## src/hw/rtl/utf8d_pkg.sv

```systemverilog
// Shared types, constants and lookup tables for the UTF-8 decoder.
package utf8d_pkg;

    localparam int BYTE_W  = 8;
    localparam int STATE_W = 4;
    localparam int CLASS_W = 4;
    localparam int CP_W    = 21;
    localparam int STAT_W  = 2;
    localparam int ST_NUM  = 9;
    localparam int CLS_NUM = 16;

    localparam logic [STATE_W-1:0] S_ACCEPT = 4'd0;
    localparam logic [STATE_W-1:0] S_REJECT = 4'd1;
    localparam logic [STATE_W-1:0] S_LAST   = 4'd8;

    localparam logic [STAT_W-1:0] STATUS_COMPLETE = 2'd0;
    localparam logic [STAT_W-1:0] STATUS_REJECT   = 2'd1;
    localparam logic [STAT_W-1:0] STATUS_MORE     = 2'd2;

    localparam logic [5:0]        CONT_MASK = 6'h3f;
    localparam logic [BYTE_W-1:0] LEAD_MASK = 8'hff;

    localparam logic [STATE_W-1:0] NEXT_STATE [0:ST_NUM-1][0:CLS_NUM-1] = '{
        '{4'd0,4'd1,4'd2,4'd3,4'd5,4'd8,4'd7,4'd1,4'd1,4'd1,4'd4,4'd6,4'd1,4'd1,4'd1,4'd1},
        '{4'd1,4'd1,4'd1,4'd1,4'd1,4'd1,4'd1,4'd1,4'd1,4'd1,4'd1,4'd1,4'd1,4'd1,4'd1,4'd1},
        '{4'd1,4'd0,4'd1,4'd1,4'd1,4'd1,4'd1,4'd0,4'd1,4'd0,4'd1,4'd1,4'd1,4'd1,4'd1,4'd1},
        '{4'd1,4'd2,4'd1,4'd1,4'd1,4'd1,4'd1,4'd2,4'd1,4'd2,4'd1,4'd1,4'd1,4'd1,4'd1,4'd1},
        '{4'd1,4'd1,4'd1,4'd1,4'd1,4'd1,4'd1,4'd2,4'd1,4'd1,4'd1,4'd1,4'd1,4'd1,4'd1,4'd1},
        '{4'd1,4'd2,4'd1,4'd1,4'd1,4'd1,4'd1,4'd1,4'd1,4'd2,4'd1,4'd1,4'd1,4'd1,4'd1,4'd1},
        '{4'd1,4'd1,4'd1,4'd1,4'd1,4'd1,4'd1,4'd3,4'd1,4'd3,4'd1,4'd1,4'd1,4'd1,4'd1,4'd1},
        '{4'd1,4'd3,4'd1,4'd1,4'd1,4'd1,4'd1,4'd3,4'd1,4'd3,4'd1,4'd1,4'd1,4'd1,4'd1,4'd1},
        '{4'd1,4'd3,4'd1,4'd1,4'd1,4'd1,4'd1,4'd1,4'd1,4'd1,4'd1,4'd1,4'd1,4'd1,4'd1,4'd1}
    };

    typedef struct packed {
        logic [STATE_W-1:0] state;
        logic [CP_W-1:0]    acc;
        logic [STAT_W-1:0]  status;
    } t_step;

    function automatic logic [CLASS_W-1:0] byte_class(input logic [BYTE_W-1:0] b);
        logic [CLASS_W-1:0] c;
        unique case (b) inside
            [8'h00:8'h7f]: c = 4'd0;
            [8'h80:8'h8f]: c = 4'd1;
            [8'h90:8'h9f]: c = 4'd9;
            [8'ha0:8'hbf]: c = 4'd7;
            8'hc0, 8'hc1:  c = 4'd8;
            [8'hc2:8'hdf]: c = 4'd2;
            8'he0:         c = 4'd10;
            8'hed:         c = 4'd4;
            [8'he1:8'hec],
            8'hee, 8'hef:  c = 4'd3;
            8'hf0:         c = 4'd11;
            [8'hf1:8'hf3]: c = 4'd6;
            8'hf4:         c = 4'd5;
            default:       c = 4'd8;
        endcase
        return c;
    endfunction

endpackage

```

## src/hw/rtl/utf8d_step.sv

```systemverilog
// Next-state, accumulator and status logic for one byte.
module utf8d_step
    import utf8d_pkg::*;
(
    input  logic [STATE_W-1:0] i_state,
    input  logic [CP_W-1:0]    i_acc,
    input  logic [BYTE_W-1:0]  i_byte,
    input  logic               i_start,
    output t_step              o_step
);

    logic [CLASS_W-1:0] cls;
    logic [STATE_W-1:0] cur;
    logic [STATE_W-1:0] nxt;
    logic [BYTE_W-1:0]  lead;

    always_comb begin
        cls  = byte_class(i_byte);
        cur  = i_start ? S_ACCEPT : i_state;
        if (cur > S_LAST) begin
            cur = S_REJECT;
        end
        nxt  = NEXT_STATE[cur][cls];
        lead = (LEAD_MASK >> cls) & i_byte;

        o_step.state = nxt;
        if (cur != S_ACCEPT) begin
            o_step.acc = {i_acc[CP_W-7:0], i_byte[5:0] & CONT_MASK};
        end else begin
            o_step.acc = {{(CP_W-BYTE_W){1'b0}}, lead};
        end

        if (nxt == S_ACCEPT) begin
            o_step.status = STATUS_COMPLETE;
        end else if (nxt == S_REJECT) begin
            o_step.status = STATUS_REJECT;
        end else begin
            o_step.status = STATUS_MORE;
        end
    end

endmodule

```

## src/hw/rtl/utf8_dfa_decoder_core.sv

```systemverilog
// UTF-8 stream decoder core: decoder state, result register and handshake.
//
// Takes one byte per cycle and gives one result per byte, in the cycle after the
// byte is taken. Each result carries the accumulated codepoint and a status
// (complete, rejected, more bytes needed); the codepoint is valid only when
// the status is complete. A rejected sequence stays rejected until a byte
// arrives with start_of_text set, which also drops any open sequence. The
// rate of one byte per cycle is set by the state feedback loop through the
// byte class and transition lookups; a new byte is taken in the same cycle
// as the held result is taken, so the input stalls only while the output stalls.
module utf8_dfa_decoder_core
    import utf8d_pkg::*;
(
    input  logic        i_clk,
    input  logic        i_rst_n,
    input  logic        s_axis_tvalid,
    output logic        s_axis_tready,
    input  logic [7:0]  s_axis_tdata,   // [7:0] data_byte
    input  logic [0:0]  s_axis_tuser,   // [0] start_of_text
    output logic        m_axis_tvalid,
    input  logic        m_axis_tready,
    output logic [23:0] m_axis_tdata,   // [20:0] codepoint, [23:21] zero
    output logic [1:0]  m_axis_tuser    // [1:0] status
);

    logic [STATE_W-1:0] r_state;
    logic [CP_W-1:0]    r_acc;
    logic               r_out_valid;
    logic [STAT_W-1:0]  r_status;
    logic               in_xfer;
    t_step              n_step;

    utf8d_step u_step (
        .i_state (r_state),
        .i_acc   (r_acc),
        .i_byte  (s_axis_tdata),
        .i_start (s_axis_tuser[0]),
        .o_step  (n_step)
    );

    assign s_axis_tready = !r_out_valid || m_axis_tready;
    assign in_xfer       = s_axis_tvalid && s_axis_tready;

    always_ff @(posedge i_clk) begin
        if (!i_rst_n) begin
            r_state     <= S_ACCEPT;
            r_acc       <= '0;
            r_out_valid <= 1'b0;
            r_status    <= STATUS_COMPLETE;
        end else begin
            if (in_xfer) begin
                r_state  <= n_step.state;
                r_acc    <= n_step.acc;
                r_status <= n_step.status;
            end
            if (in_xfer) begin
                r_out_valid <= 1'b1;
            end else if (m_axis_tready) begin
                r_out_valid <= 1'b0;
            end
        end
    end

    assign m_axis_tvalid = r_out_valid;
    assign m_axis_tdata  = {{(24-CP_W){1'b0}}, r_acc};
    assign m_axis_tuser  = r_status;

    a_state_range: assert property (@(posedge i_clk) disable iff (!i_rst_n)
        r_state <= S_LAST)
        else $error("decoder state out of range");

    a_reject_sticky: assert property (@(posedge i_clk) disable iff (!i_rst_n)
        (in_xfer && !s_axis_tuser[0] && r_state == S_REJECT) |=> (r_state == S_REJECT))
        else $error("reject state not sticky");

    a_status_state: assert property (@(posedge i_clk) disable iff (!i_rst_n)
        (r_out_valid && r_status == STATUS_COMPLETE) |-> (r_state == S_ACCEPT))
        else $error("complete status without accept state");

    a_ascii: assert property (@(posedge i_clk) disable iff (!i_rst_n)
        (in_xfer && !s_axis_tdata[7] && (s_axis_tuser[0] || r_state == S_ACCEPT))
        |=> (r_status == STATUS_COMPLETE
             && r_acc == {{(CP_W-BYTE_W){1'b0}}, $past(s_axis_tdata)}))
        else $error("ASCII byte not decoded directly");

endmodule

```

## config.mk

```make
export PLATFORM = sky130hd
export DESIGN_NAME = utf8_dfa_decoder_core
export DESIGN_NICKNAME = d
export VERILOG_FILES = /design/src/hw/rtl/utf8d_pkg.sv /design/src/hw/rtl/utf8d_step.sv /design/src/hw/rtl/utf8_dfa_decoder_core.sv
export SDC_FILE = /design/constraint.sdc
export NUM_CORES = 1
export LEC_CHECK = 0
export ABC_AREA = 1
export BUFFER_PORTS_ARGS = -buffer_cell sky130_fd_sc_hd__buf_2
export CAP_MARGIN = 20
export CORE_ASPECT_RATIO = 1.2
export CORE_UTILIZATION = 55
export DETAILED_ROUTE_END_ITERATION = 8
export PLACE_DENSITY = 0.82
export SETUP_SLACK_MARGIN = 0.4
export SLEW_MARGIN = 30
export SYNTH_ARGS = -nofsm -noshare
export SYNTH_HDL_FRONTEND = slang
export SYNTH_SLANG_ARGS = --single-unit
```

## constraint.sdc

```tcl
create_clock -name i_clk -period 3.8 [get_ports i_clk]
set_input_delay 0 -clock i_clk [delete_from_list [all_inputs] [get_ports i_clk]]
set_output_delay 0 -clock i_clk [all_outputs]
set_load 0.02 [all_outputs]
```

==> summary.md <==
| Metric | Value |
|---|---|
| Netlist cell types | 32 |
| Fin nets | a little over 300 |
| Final HPWL DP | 2890 um |
| Post-CTS setup buffer count | 0 |
| CP startpoint kind | flip-flop |
| Post-DR wirelength/cell | 11.9 um |
| Leak pwr | approximately 0.94 nW |
| Synth-to-layout area growth | 13.0% |
| Vias in the first global route | 1528 |
| Post-synthesis mux area share | 0% |
| WP buf/inv | 1 |
| WP data arrival | 2.23 ns |
| Vias/cell | 5.56 |
| CTS Hold Buffers Added | 2 |
| Clk sinks | 28 |
| Top-area cell type share of the netlist area | 32.5% |
| RSZ-0062 raised after global routing | no |
| First-pass GRT wire length | 6420 um |
| Antenna violations before repair | 0 |
| Cts repair resizes | 0 |
| Via count | 1785 |
| Clk buf depth | 2 |
| YS warnings | 0 |
| Worst Tran Pin Value | roughly 0.55 ns |
| CTS tree | yes |
| Boundary Pins | 41 |
| CP max stage cell | dfxtp_1 |
| EDFF count, synth | 0 |
| Cell type with the largest total area after synthesis | dfxtp_1 |
| Worst Hold Class | input pin to flip-flop |
| Synth area leaders | dfxtp_1 33%, nand2_1 15%, a21oi_1 8.1%, o21ai_0 6.1%, nand3_1 3.8% |
| Crit share post-route | 51.7% |
| Fin. Hold Viols | 1 |
| Worst skew pair latency | 0.32 ns |
| Root buffer selected by CTS | clkbuf_4 |
| Failing checks | hold timing |
| All-Layer GR Usage | 24.5% |
| GR Overflow Total | 0 |
| Ant. Diodes | 0 |
| Fillers | 268 |
| Top delay family on crit path | simple AND/OR/NAND/NOR gates |
| Post-synthesis register bit count | 28 |
| Pins Over Slew Limit | 0 |
| H-tree levels | 1 |
| Largest family of logic cells by synthesized area | simple AND/OR/NAND/NOR gates |
| Final setup viols | 0 |
| First drt pass iteration count | 4 |
| Initial Util | 59.6% |
| Commonest cells in the netlist | 70 x nand2_1, 28 x a21oi_1, 28 x dfxtp_1, 21 x o21ai_0, 15 x nor2_1 |
| FFs w/ async S/R, synth | 0% |
| CP Cell Sequence | nand2_1, nand4_2, clkinv_1, nand4_1, nand4_1, nand2_1, nand2_1, nand2_1, nand2_1, nand2_1, nand2_1, nor2_2 |
| Storage element area | 561 um2 |
| Compound-Gate Fraction of Synth Area | 20.5% |
| Routability Congestion | 0.878 |
| WP data required | 4.07 ns |
| CP peak stage delay | about 0.4 ns |
| Maximum VDD drop | 0.289 mV |
| Die X | 53.1 um |
| Dominant synthesized flop cell | dfxtp_1 |
| Mapped Cells | 254 |
| Largest net degree at the start of global routing | 41 |
| Sequential area share after synthesis | 32.5% |
| Max-Cap Viols | 0 |
| Clock skew | around 0.0048 ns |
| Worst Hold Margin | -0.00133 ns |
| Post-synthesis adder-cell area fraction | 0% |
| CP dominant cell by count | nand2_1 |
| Fin crit period | 1.96 ns |
| Most frequent cell after synthesis | nand2_1 |
| 1st-iter DRT viols | 60 |
| Die area | approximately 0.0034 mm2 |
| Final Cell Area | 0.00195 mm2 |
| Area of the multi-input gates | 0.00103 mm2 |
| Die height | 63.3 um |
| CP endpoint kind | flip-flop |
| TritonCTS Buffers | 3 |
| Row Count | 21 |
| Netlist Area Pre-Place | 0.00172 mm2 |
| Pwr/cell area | 320 mW/mm2 |
| Outcome | finished with violations |
| Mean area per synthesized cell | 6.78 um2 |
| Core outline area | 0.00289 mm2 |
| Layout cell share with drive strength beyond 1 | about 27% |
| Routed Antenna Nets | 0 |
| Residual DRC | 0 |
| Max Fclk | between 500 and 600 MHz |
| Wirelength, routed | approximately 3800 um |
| DP Area | 0.00190 mm2 |
| Port Buffers | 37 |
| Crit Path Class | flip-flop to flip-flop |
| Setup_tns | 0 ns |
| Clock Pin Slew Worst Setup and Hold Paths | roughly 0.13 ns |
| Relative slew slack | between 60% and 70% |
| XOR/XNOR share of the synthesized area | 0% |
| Max Fanout on Critical Path | 17 |
| Simple-gate share of the synthesized area | roughly two fifths |
-- final timing paths --
path	start	to	slack, ns	cells past startpoint
max reg2reg	r_state[0]$_SDFFE_PN0P_	m_axis_tuser[0]$_SDFFE_PN0P_	1.84	12
min reg2reg	r_acc[2]$_SDFFE_PN0P_	r_acc[8]$_SDFFE_PN0P_	0.48	2
min	s_axis_tdata[3]	r_acc[3]$_SDFFE_PN0P_	-0.001	3
max	r_state[0]$_SDFFE_PN0P_	m_axis_tuser[0]$_SDFFE_PN0P_	1.84	12
-- final cells by class --
cell class	count	area share [%]
Clock buffer	3	1.16
Inverter	23	4.43
Timing Repair Buffer	39	10.5
Multi-Input combinational cell	194	52.9
Sequential cell	28	28.8
Tap cell	34	2.19
-- per-stage QoR --
stage / worst slack (ns) / instances / utilization [%] / power [mW] / hold WS (ns)
after floorplan: 2.29 / 256 / - / 0.464 / 0.138
after CTS: 1.71 / 321 / 67.4 / 0.623 / 0.00191
after global routing: 1.57 / 321 / 67.4 / 0.657 / 0.00971
after global placement: 1.77 / 316 / 65.9 / 0.509 / 0.301
final: 1.84 / 321 / 67.4 / 0.622 / -0.00133
after detailed placement: 1.73 / 316 / 65.9 / 0.511 / 0.314
-- sequential cells by signal (all words and copies together) (netlist names) --
signal / count
m_axis_tuser: 2
m_axis_tvalid: 1
r_acc: 21
r_state: 4
-- power breakdown --
| part | internal (mW) | switching (mW) |
|---|---|---|
| combinational | 0.0560 | 0.124 |
| sequential | 0.314 | 0.0133 |
| clock | 0.0371 | 0.0775 |
-- layer usage --
| layer | GRT usage [%] | vias up | part of all wire [%] |
|---|---|---|---|
| met3 | 1.93 | 7 | 3.9 |
| met4 | 7.89 | 0 | 1.4 |
| met2 | 42.1 | 53 | 50 |
| met5 | 0 | - | 0 |
| li1 | - | 904 | - |
| met1 | 31.4 | 821 | 45 |
-- kinds of logic (layout without fill, tap and decap cells) --
family / Yosys count / in the layout
DFF: 28 / 28
AOI/OAI and AO/OA: 61 / 61
and+or+nand+nor: 130 / 130
buffers and inverters: 34 / 65
other: 1 / 3
-- tightest hold or removal path, delay by kind of cell --
kind | cells | cell delay [ns]
buffers and inverters | 1 | 0.14
AND/OR/NAND/NOR | 1 | 0.09
AO/OA/AOI/OAI | 1 | 0.05
-- cells in the final DEF, fill, tap and decap left out, drive strengths merged, types with 3 or more instances in the layout --
master    n
nand2    79
buf      37
a21oi    31
dfxtp    28
nor2     25
o21ai    21
inv      21
nand3    17
nand4     8
o2111ai   3
conb      3
clkbuf    3
Note: power is estimated with default switching activity, not from simulation.
